`src/design/rgbled_pkg.sv`:
```
package rgbled_pkg;

  // Command codes carried in the cmd field of an input item.
  localparam logic [2:0] CMD_GROUP_WRITE = 3'd0;
  localparam logic [2:0] CMD_TICK        = 3'd1;
  localparam logic [2:0] CMD_CONNECT     = 3'd2;
  localparam logic [2:0] CMD_DISCONNECT  = 3'd3;
  localparam logic [2:0] CMD_SAFETY_STOP = 3'd4;

  localparam int unsigned PIX_W = 5;

  localparam logic [15:0] STORE_RESET     = 16'hF005;
  localparam logic [10:0] BLINK_PERIOD    = 11'd1000;
  localparam logic [31:0] TOGGLE_PERIOD   = 32'd1000;
  localparam logic [10:0] BLINK_STEP      = 11'd100;
  localparam logic [3:0]  BLINK_MAX       = 4'd10;
  localparam logic [7:0]  FULL_LEVEL      = 8'hFF;
  localparam logic [5:0]  LED_COUNT_RESET = 6'd8;
  localparam logic [2:0]  QUADS_MAX       = 3'd4;

  // Rounded-up 2^38 / 1000. For any 32-bit time, bits 60:38 of the product
  // of the time and this value are exactly the time divided by 1000.
  localparam logic [31:0] PHASE_RECIP     = 32'h1062_4DD3;

  typedef struct packed {
    logic [2:0]  cmd;
    logic [3:0]  group_index;
    logic [2:0]  quad_count;
    logic [15:0] led_quad_0;
    logic [15:0] led_quad_1;
    logic [15:0] led_quad_2;
    logic [15:0] led_quad_3;
    logic [31:0] time_ms;
  } in_item_t;

  typedef struct packed {
    logic [PIX_W-1:0] pixel_index;
    logic [7:0]       red_level;
    logic [7:0]       green_level;
    logic [7:0]       blue_level;
    logic             last_pixel;
  } out_item_t;

  typedef enum logic [1:0] {
    ST_IDLE,
    ST_WRITE,
    ST_PHASE,
    ST_EMIT
  } state_t;

  typedef enum logic [1:0] {
    FILL_STORE,
    FILL_GREEN,
    FILL_RED,
    FILL_DARK
  } fill_t;

  // Commands from the controller to the datapath.
  typedef struct packed {
    logic accept;
    logic wr_step;
    logic phase_step;
    logic emit_step;
  } dp_cmd_t;

  // Status from the datapath to the controller.
  typedef struct packed {
    logic wr_ignore;
    logic custom;
    logic count_zero;
    logic wr_last;
    logic phase_last;
    logic emit_last;
    logic issue_ok;
    logic pipe_busy;
  } dp_sts_t;

endpackage

```
`src/design/rgbled_ctrl.sv`:
```
module rgbled_ctrl (
  input  logic                clk,
  input  logic                rst_n,
  input  logic                in_valid,
  input  logic [2:0]          in_cmd,
  input  rgbled_pkg::dp_sts_t sts,
  output logic                in_stall,
  output rgbled_pkg::dp_cmd_t cmd
);

  rgbled_pkg::state_t state_r;
  rgbled_pkg::state_t state_nxt;
  logic               accept;

  // The pipeline stage between the store read and the output register
  // must be empty before a new item may change the fill settings.
  assign in_stall = (state_r != rgbled_pkg::ST_IDLE) || sts.pipe_busy;
  assign accept   = in_valid && !in_stall;

  always_ff @(posedge clk) begin
    if (!rst_n) begin
      state_r <= rgbled_pkg::ST_IDLE;
    end else begin
      state_r <= state_nxt;
    end
  end

  always_comb begin
    state_nxt = state_r;
    unique case (state_r)
      rgbled_pkg::ST_IDLE: begin
        if (accept) begin
          unique case (in_cmd)
            rgbled_pkg::CMD_GROUP_WRITE: begin
              if (!sts.wr_ignore) begin
                state_nxt = rgbled_pkg::ST_WRITE;
              end
            end
            rgbled_pkg::CMD_TICK: begin
              if (sts.custom) begin
                state_nxt = rgbled_pkg::ST_PHASE;
              end else if (!sts.count_zero) begin
                state_nxt = rgbled_pkg::ST_EMIT;
              end
            end
            rgbled_pkg::CMD_CONNECT,
            rgbled_pkg::CMD_DISCONNECT,
            rgbled_pkg::CMD_SAFETY_STOP: begin
              if (!sts.count_zero) begin
                state_nxt = rgbled_pkg::ST_EMIT;
              end
            end
            default: state_nxt = rgbled_pkg::ST_IDLE;
          endcase
        end
      end
      rgbled_pkg::ST_WRITE: begin
        if (sts.wr_last) begin
          state_nxt = rgbled_pkg::ST_IDLE;
        end
      end
      rgbled_pkg::ST_PHASE: begin
        if (sts.phase_last) begin
          state_nxt = sts.count_zero ? rgbled_pkg::ST_IDLE : rgbled_pkg::ST_EMIT;
        end
      end
      rgbled_pkg::ST_EMIT: begin
        if (sts.issue_ok && sts.emit_last) begin
          state_nxt = rgbled_pkg::ST_IDLE;
        end
      end
      default: state_nxt = rgbled_pkg::ST_IDLE;
    endcase
  end

  always_comb begin
    cmd = '0;
    unique case (state_r)
      rgbled_pkg::ST_IDLE:  cmd.accept     = accept;
      rgbled_pkg::ST_WRITE: cmd.wr_step    = 1'b1;
      rgbled_pkg::ST_PHASE: cmd.phase_step = 1'b1;
      rgbled_pkg::ST_EMIT:  cmd.emit_step  = sts.issue_ok;
      default:              cmd            = '0;
    endcase
  end

endmodule

```
`src/design/rgbled_dp.sv`:
```
module rgbled_dp #(
  parameter int unsigned MAX_LEDS = 32
) (
  input  logic                  clk,
  input  logic                  rst_n,
  input  logic                  cfg_valid,
  output logic                  cfg_ready,
  input  logic [5:0]            cfg_data,
  input  rgbled_pkg::in_item_t  in_data,
  input  rgbled_pkg::dp_cmd_t   cmd,
  output rgbled_pkg::dp_sts_t   sts,
  output logic                  out_valid,
  input  logic                  out_stall,
  output rgbled_pkg::out_item_t out_data
);

  localparam int unsigned IDX_W = $clog2(MAX_LEDS);
  localparam int unsigned CNT_W = $clog2(MAX_LEDS + 1);

  // Configuration and mode state.
  logic [5:0]           led_count_r;
  logic                 custom_r;
  logic                 toggle_r;
  logic [31:0]          last_toggle_r;
  logic                 link_r;
  rgbled_pkg::fill_t    fill_r;
  rgbled_pkg::in_item_t item_r;

  // Sequencing counters.
  logic [1:0]           wr_k_r;
  logic                 phase_cnt_r;
  logic [22:0]          phase_q_r;
  logic [9:0]           phase_r;
  logic [IDX_W-1:0]     pix_r;

  // Store and read pipeline.
  logic [15:0]          led_mem [MAX_LEDS];
  logic [MAX_LEDS-1:0]  vld_r;
  logic [15:0]          rd_word_r;
  logic                 rd_vld_r;
  logic                 s1_valid_r;
  logic [IDX_W-1:0]     s1_idx_r;
  logic                 s1_last_r;
  logic                 out_valid_r;
  rgbled_pkg::out_item_t out_data_r;
  rgbled_pkg::out_item_t out_data_nxt;

  logic [6:0]           n7;
  logic [CNT_W-1:0]     n_w;
  logic [6:0]           in_start7;
  logic [6:0]           st7;
  logic [6:0]           idx7;
  logic [2:0]           quads;
  logic [2:0]           k3;
  logic                 wr_en;
  logic [IDX_W-1:0]     wr_idx;
  logic [15:0]          wr_quad;
  logic [15:0]          wr_word;
  logic                 emit_last;
  logic                 out_adv;
  logic                 s1_adv;
  logic [31:0]          toggle_dt;
  logic                 toggle_due;
  logic                 toggle_eff;
  logic [63:0]          phase_prod;
  logic [31:0]          phase_qm;
  logic [9:0]           phase_rem;
  logic [15:0]          col_word;
  logic [3:0]           col_lvl;
  logic [10:0]          on_time;
  logic                 lit;

  assign cfg_ready = 1'b1;

  // Count in use is the configured count limited to the store depth.
  always_comb begin
    n7  = ({1'b0, led_count_r} > 7'(MAX_LEDS)) ? 7'(MAX_LEDS) : {1'b0, led_count_r};
    n_w = CNT_W'(n7);
  end

  assign in_start7 = {1'b0, in_data.group_index, 2'b00};
  assign st7       = {1'b0, item_r.group_index, 2'b00};
  assign k3        = {1'b0, wr_k_r};
  assign idx7      = st7 + 7'(wr_k_r);
  assign quads     = (item_r.quad_count > rgbled_pkg::QUADS_MAX) ?
                     rgbled_pkg::QUADS_MAX : item_r.quad_count;
  assign wr_en     = cmd.wr_step && (k3 < quads) && (idx7 < n7);
  assign wr_idx    = IDX_W'(idx7);

  always_comb begin
    unique case (wr_k_r)
      2'd0:    wr_quad = item_r.led_quad_0;
      2'd1:    wr_quad = item_r.led_quad_1;
      2'd2:    wr_quad = item_r.led_quad_2;
      default: wr_quad = item_r.led_quad_3;
    endcase
    wr_word = {wr_quad[15:4],
               (wr_quad[3:0] > rgbled_pkg::BLINK_MAX) ? rgbled_pkg::BLINK_MAX : wr_quad[3:0]};
  end

  assign emit_last = (CNT_W'({1'b0, pix_r}) + CNT_W'(1)) == n_w;
  assign out_adv   = !out_valid_r || !out_stall;
  assign s1_adv    = !s1_valid_r || out_adv;

  always_comb begin
    sts.wr_ignore  = (n7 == 7'd0) || (in_start7 >= n7);
    sts.custom     = custom_r;
    sts.count_zero = (n7 == 7'd0);
    sts.wr_last    = ((k3 + 3'd1) >= quads) || ((idx7 + 7'd1) >= n7);
    sts.phase_last = phase_cnt_r;
    sts.emit_last  = emit_last;
    sts.issue_ok   = s1_adv;
    sts.pipe_busy  = s1_valid_r;
  end

  // Link-down toggling is decided from the elapsed time at the tick.
  assign toggle_dt  = in_data.time_ms - last_toggle_r;
  assign toggle_due = toggle_dt >= rgbled_pkg::TOGGLE_PERIOD;
  assign toggle_eff = toggle_due ? !toggle_r : toggle_r;

  always_ff @(posedge clk) begin
    if (!rst_n) begin
      led_count_r   <= rgbled_pkg::LED_COUNT_RESET;
      custom_r      <= 1'b0;
      toggle_r      <= 1'b1;
      last_toggle_r <= '0;
      link_r        <= 1'b0;
    end else begin
      if (cfg_valid) begin
        led_count_r <= cfg_data;
      end
      if (cmd.accept) begin
        unique case (in_data.cmd)
          rgbled_pkg::CMD_GROUP_WRITE: begin
            if (!sts.wr_ignore) begin
              custom_r <= 1'b1;
            end
          end
          rgbled_pkg::CMD_TICK: begin
            if (!custom_r && !link_r && toggle_due) begin
              toggle_r      <= !toggle_r;
              last_toggle_r <= in_data.time_ms;
            end
          end
          rgbled_pkg::CMD_CONNECT: begin
            link_r <= 1'b1;
          end
          rgbled_pkg::CMD_DISCONNECT: begin
            link_r        <= 1'b0;
            custom_r      <= 1'b0;
            toggle_r      <= 1'b0;
            last_toggle_r <= in_data.time_ms;
          end
          rgbled_pkg::CMD_SAFETY_STOP: begin
            custom_r <= 1'b0;
          end
          default: ;
        endcase
      end
    end
  end

  // Item capture and the fill that the next refresh will use.
  always_ff @(posedge clk) begin
    if (cmd.accept) begin
      item_r <= in_data;
      unique case (in_data.cmd)
        rgbled_pkg::CMD_TICK: begin
          if (custom_r) begin
            fill_r <= rgbled_pkg::FILL_STORE;
          end else if (link_r) begin
            fill_r <= rgbled_pkg::FILL_GREEN;
          end else begin
            fill_r <= toggle_eff ? rgbled_pkg::FILL_RED : rgbled_pkg::FILL_DARK;
          end
        end
        rgbled_pkg::CMD_CONNECT: fill_r <= rgbled_pkg::FILL_GREEN;
        default:                 fill_r <= rgbled_pkg::FILL_DARK;
      endcase
    end
  end

  // Time modulo the blink period in two steps: the quotient by a reciprocal
  // multiply, then the remainder by a multiply and subtract.
  assign phase_prod = {32'd0, item_r.time_ms} * {32'd0, rgbled_pkg::PHASE_RECIP};
  assign phase_qm   = {9'd0, phase_q_r} * 32'(rgbled_pkg::BLINK_PERIOD);
  assign phase_rem  = 10'(item_r.time_ms - phase_qm);

  always_ff @(posedge clk) begin
    if (!rst_n) begin
      wr_k_r      <= '0;
      phase_cnt_r <= 1'b0;
      pix_r       <= '0;
    end else if (cmd.accept) begin
      wr_k_r      <= '0;
      phase_cnt_r <= 1'b0;
      pix_r       <= '0;
    end else begin
      if (cmd.wr_step) begin
        wr_k_r <= wr_k_r + 2'd1;
      end
      if (cmd.phase_step) begin
        phase_cnt_r <= !phase_cnt_r;
      end
      if (cmd.emit_step) begin
        pix_r <= pix_r + IDX_W'(1);
      end
    end
  end

  always_ff @(posedge clk) begin
    if (cmd.phase_step) begin
      if (!phase_cnt_r) begin
        phase_q_r <= phase_prod[60:38];
      end else begin
        phase_r <= phase_rem;
      end
    end
  end

  // LED store: one write port, one registered read port.
  always_ff @(posedge clk) begin
    if (wr_en) begin
      led_mem[wr_idx] <= wr_word;
    end
  end

  always_ff @(posedge clk) begin
    if (cmd.emit_step) begin
      rd_word_r <= led_mem[pix_r];
    end
  end

  always_ff @(posedge clk) begin
    if (!rst_n) begin
      vld_r <= '0;
    end else if (wr_en) begin
      vld_r[wr_idx] <= 1'b1;
    end
  end

  always_ff @(posedge clk) begin
    if (cmd.emit_step) begin
      rd_vld_r <= vld_r[pix_r];
      s1_idx_r <= pix_r;
      s1_last_r <= emit_last;
    end
  end

  always_ff @(posedge clk) begin
    if (!rst_n) begin
      s1_valid_r  <= 1'b0;
      out_valid_r <= 1'b0;
    end else begin
      if (s1_adv) begin
        s1_valid_r <= cmd.emit_step;
      end
      if (out_adv) begin
        out_valid_r <= s1_valid_r;
      end
    end
  end

  // Pixel colour; a stored nibble times 17 is the nibble repeated.
  always_comb begin
    col_word = rd_vld_r ? rd_word_r : rgbled_pkg::STORE_RESET;
    col_lvl  = col_word[3:0];
    on_time  = 11'(col_lvl) * rgbled_pkg::BLINK_STEP;
    lit      = (col_lvl != 4'd0) &&
               ((col_lvl >= rgbled_pkg::BLINK_MAX) || ({1'b0, phase_r} < on_time));
    out_data_nxt.pixel_index = rgbled_pkg::PIX_W'(s1_idx_r);
    out_data_nxt.last_pixel  = s1_last_r;
    out_data_nxt.red_level   = '0;
    out_data_nxt.green_level = '0;
    out_data_nxt.blue_level  = '0;
    unique case (fill_r)
      rgbled_pkg::FILL_STORE: begin
        if (lit) begin
          out_data_nxt.red_level   = {col_word[15:12], col_word[15:12]};
          out_data_nxt.green_level = {col_word[11:8], col_word[11:8]};
          out_data_nxt.blue_level  = {col_word[7:4], col_word[7:4]};
        end
      end
      rgbled_pkg::FILL_GREEN: out_data_nxt.green_level = rgbled_pkg::FULL_LEVEL;
      rgbled_pkg::FILL_RED:   out_data_nxt.red_level   = rgbled_pkg::FULL_LEVEL;
      default: ;
    endcase
  end

  always_ff @(posedge clk) begin
    if (out_adv && s1_valid_r) begin
      out_data_r <= out_data_nxt;
    end
  end

  assign out_valid = out_valid_r;
  assign out_data  = out_data_r;

endmodule

```
`src/design/rgb_led_blink_controller.sv`:
```
// RGB LED string controller. Each input item is one command: a group write
// stores up to four LEDs (4-bit red, green, blue and a blink level clamped to
// ten) starting at LED 4 * group_index and, unless it starts past the end of
// the string, turns custom mode on; a tick, connect, disconnect or safety stop
// produces one colour transfer per LED on the output channel, LED 0 first,
// with last_pixel set on the final one. In custom mode an LED shows its stored
// colour while the time modulo 1000 ms is below level * 100; otherwise the
// string is solid green while connected and blinks red at a one second toggle
// while disconnected. The LED count is set through the configuration channel,
// which is always ready and must only be written while the block is idle.
// A group write is taken in and then stores its quads in turn. A refresh that
// is not in custom mode streams one pixel per cycle while the output is not
// stalled, behind the registered store read. A custom-mode tick first computes
// the blink phase (a reciprocal multiply for the quotient of the time by 1000,
// then a multiply and subtract for the remainder). The stream rate is set by
// the single read port of the LED store. A new item is taken as soon as the
// last pixel has left the read stage, while that pixel may still wait in the
// output register. There is no clearing pass after reset: unwritten LEDs read
// as red at blink level five.
module rgb_led_blink_controller #(
  parameter int unsigned MAX_LEDS = 32
) (
  input  logic                  clk,
  input  logic                  rst_n,
  input  logic                  in_valid,
  output logic                  in_stall,
  input  rgbled_pkg::in_item_t  in_data,
  output logic                  out_valid,
  input  logic                  out_stall,
  output rgbled_pkg::out_item_t out_data,
  input  logic                  cfg_valid,
  output logic                  cfg_ready,
  input  logic [5:0]            cfg_data
);

  // Command and status between the sequencer and the datapath.
  rgbled_pkg::dp_cmd_t dp_cmd;
  rgbled_pkg::dp_sts_t dp_sts;

  rgbled_ctrl u_ctrl (
    .clk      (clk),
    .rst_n    (rst_n),
    .in_valid (in_valid),
    .in_cmd   (in_data.cmd),
    .sts      (dp_sts),
    .in_stall (in_stall),
    .cmd      (dp_cmd)
  );

  rgbled_dp #(
    .MAX_LEDS (MAX_LEDS)
  ) u_dp (
    .clk       (clk),
    .rst_n     (rst_n),
    .cfg_valid (cfg_valid),
    .cfg_ready (cfg_ready),
    .cfg_data  (cfg_data),
    .in_data   (in_data),
    .cmd       (dp_cmd),
    .sts       (dp_sts),
    .out_valid (out_valid),
    .out_stall (out_stall),
    .out_data  (out_data)
  );

endmodule

```
`config.mk`:
```
export PLATFORM = sky130hd
export DESIGN_NAME = rgb_led_blink_controller
export DESIGN_NICKNAME = d
export VERILOG_FILES = /design/src/design/rgbled_pkg.sv /design/src/design/rgbled_ctrl.sv /design/src/design/rgbled_dp.sv /design/src/design/rgb_led_blink_controller.sv
export SDC_FILE = /design/constraint.sdc
export NUM_CORES = 2
export LEC_CHECK = 0
export BUFFER_PORTS_ARGS = -buffer_cell sky130_fd_sc_hd__buf_2
export CAP_MARGIN = 20
export CORE_ASPECT_RATIO = 1.1
export CORE_MARGIN = 1
export CORE_UTILIZATION = 57
export CTS_CLUSTER_DIAMETER = 30
export DETAILED_ROUTE_END_ITERATION = 16
export GPL_TIMING_DRIVEN = 0
export PLACE_DENSITY = 0.85
export SETUP_SLACK_MARGIN = 0.05
export SLEW_MARGIN = 30
export SYNTH_ARGS = -nofsm -noshare
export SYNTH_HDL_FRONTEND = slang
export SYNTH_SLANG_ARGS = --single-unit
```
`constraint.sdc`:
```
create_clock -name clk -period 6.9 [get_ports clk]
set_clock_uncertainty 0.1 [all_clocks]
set_input_delay 0.69 -clock clk [delete_from_list [all_inputs] [get_ports clk]]
set_output_delay 0.69 -clock clk [all_outputs]
set_load 0.02 [all_outputs]
```
==> flow_summary.ini <==
[outcome]
status = finished with violations
violations = setup timing

[sta]
fin_crit_sh = 1.16
period_minus_slack_ps = 7980
fmax_mhz = 125
setup_violations = 7
hold_viol = 0
drv_slew = 0
slew_headroom = 0.323
fin_ws_ps = -1080
rsz0062_at_grt = true
worst_pin_slew_ps = 1020

[synthesis]
ys_seq_area_frac = 0.493
synth_top_area_share = 0.455
synth-edff-count = 673
synthTopCellsByArea = edfxtp_1 (46%), fa_1 (13%), ha_1 (11%), mux4_2 (8.6%), inv_1 (4.6%)
ys_types = 81
avgSynthCellArea_um2 = 14.1
syn-instance-count = 3147
ys_ff_latch = 758
syn-num-nets = 3942
synth_flop_cell = edfxtp_1
synth_top_cell_by_area = edfxtp_1
synth_warnings = 0
synthArstFlopShare = 0
netlist_area_um2 = 44400

[place]
dp_hpwl_mm = 83.3
gp_congestion = 0.951
port_buffers = 144

[route]
wirelength_mm = 144
drtAntennaViolNets = 0
drt-wirelength-per-cell_um = 30.7
route.vias.total = 30600
dr.pass1.iters = 8
drcViolationCount = 0
first_iter_violations = 3983
vias_per_cell = 6.52

[cts]
root_buffer = clkbuf_16
clk_latency_ps = 740
clk_pin_slew_ps = 90
clk_path_buf_depth = 3
ctsHtreeMaxLevel = 3
numCtsBuffers = 110
cts_tree = yes
cts.sinks = 758

[floorplanning]
io_pins = 150
fp.dieH_um = 295
placementRows = 106
start_util = 0.580
die_w_um = 268
dieArea_um2 = 79000
core_um2 = 76500

[setup_path]
start_kind = register
cp-end-kind = register
cp.arrival_ps = 8290
critPathKind = register to register
crit_required_ps = 7210
crit_fanout = 4

[finish]
layout_common_cells = edfxtp_1 (673), inv_1 (522), ha_1 (339), fa_1 (257), mux4_2 (170)
layout_commonest_cell = edfxtp_1
drive_gt1_frac = 0.257
syn_to_final_growth_pct = 20.8
fill_cells = 4317
layout.nets = 4364
utilization = 0.701

[flow_run]
drv_cap = 0

[grt]
grt_overflow = 0
grt_pass1_wl_mm = 201
grtUsageTotal = 0.355
grt_pass1_vias = 31300
antenna_found_initial = 19
grt_max_degree = 73

[hold_path]
hp-class = primary input to register
synth_stat cells (16+ instances only):
| master | n |
|---|---|
| xor2_1 | 22 |
| inv_1 | 550 |
| buf_4 | 16 |
| nand4_1 | 16 |
| ha_1 | 394 |
| dfxtp_1 | 85 |
| mux2_2 | 18 |
| o21a_1 | 53 |
| o21ai_0 | 50 |
| nor2b_1 | 22 |
| nor2_1 | 117 |
| nand3_1 | 22 |
| nand2_1 | 149 |
| xnor2_1 | 46 |
| fa_1 | 284 |
| a21oi_1 | 91 |
| edfxtp_1 | 673 |
| nor3_1 | 18 |
| mux2i_1 | 44 |
| mux4_2 | 170 |
| nand2b_1 | 17 |
| buf_1 | 21 |
| a21o_1 | 32 |
| clkbuf_1 | 68 |
per-layer routing:
metal,vias to the layer above,GRT usage,wire length [um]
li1,12100,-,-
met1,15100,0.400,46000
met2,2587,0.581,68900
met3,839,0.0881,15900
met4,28,0.272,13300
met5,-,0,170
cells by family (layout without fill, tap and decap cells):
kind of cell | count (synthesis) | in the layout | share of synthesized area
mux | 232 | 232 | 0.101
other cells | 1 | 5 | 0.0000844
buf+inv | 662 | 1182 | 0.0579
simple gates | 405 | 405 | 0.0426
flops | 758 | 758 | 0.493
xor+xnor | 68 | 68 | 0.0134
compound gates | 343 | 343 | 0.0528
fa+ha+maj | 678 | 678 | 0.239
per-stage QoR:
step / std cells / setup TNS (ps) / setup WS [ps] / cell area [um2] / hold slack, ps
6_report: 4697 / -5060 / -1080 / 53600 / 22.4
5_1_grt: 4693 / -5000 / -1100 / 53600 / 24.1
4_1_cts: 4649 / 0 / 50.9 / 52800 / 9.55
3_5_place_dp: 4353 / -4030 / -719 / 47400 / 305
3_3_place_gp: 4317 / -3680 / -647 / 46400 / 301
2_1_floorplan: 3147 / 0 / 183 / 44400 / 300
sequential cells by signal (all words and copies together) (netlist names), 2 cells and up:
name / flops
u_ctrl.state_r: 2
u_dp.fill_r: 2
u_dp.item_r: 103
u_dp.last_toggle_r: 32
u_dp.led_count_r: 6
u_dp.led_mem: 512
u_dp.out_data: 18
u_dp.phase_q_r: 7
u_dp.phase_r: 8
u_dp.pix_r: 5
u_dp.rd_word_r: 16
u_dp.s1_idx_r: 5
u_dp.vld_r: 32
u_dp.wr_k_r: 2
worst max-delay path, cell delays in order, from the launching register on:
cell       delay [ps]
edfxtp_1          830
buf_6             210
ha_1              260
ha_1              270
fa_1              500
fa_1              580
fa_1              470
fa_2              500
fa_1              520
inv_1              70
fa_1              520
inv_2              60
ha_4              310
nand2_4            60
nor2_4             80
nand4_1           650
a2111oi_4         550
nand2_1           170
a31oi_4           260
a21oi_4            70
o211ai_1          220
buf_4             190
a21oi_4            70
xnor2_2           170
timing repair:
| action | in CTS | in global routing |
|---|---|---|
| cloned | 0 | 0 |
| hold buffers | 0 | 0 |
| gates resized for setup | 90 | 110 |
| pin swaps | 57 | 153 |
| setup buffers | 86 | 44 |
| setup endpoints to repair | 7 | 7 |
final timing paths:
kind / from / to / slack (ps) / cells after the start
max: u_dp.item_r[5] / u_dp.phase_q_r[6] / -1080 / 23
min: in_data[88] / u_dp.item_r[88] / 20 / 1
max reg2reg: u_dp.item_r[5] / u_dp.phase_q_r[6] / -1080 / 23
min reg2reg: u_dp.s1_idx_r[4] / u_dp.out_data[29] / 320 / 0
final cells by class:
cell class / count / area [um2] / area share
clock buffers: 117 / 2780 / 0.0518
repair buffers: 310 / 2500 / 0.0467
well taps: 1026 / 1280 / 0.0239
flip-flops and latches: 758 / 21900 / 0.408
diodes: 4 / 10.0 / 0.000187
multi-input cells: 1727 / 21300 / 0.397
plain buffers: 112 / 522 / 0.00973
inverters: 550 / 2070 / 0.0386
clock inverters: 93 / 1290 / 0.0240
Power is left out: the tool's default activity adds up to more than one toggle a clock period on the data nets, which glitch-free logic cannot reach.
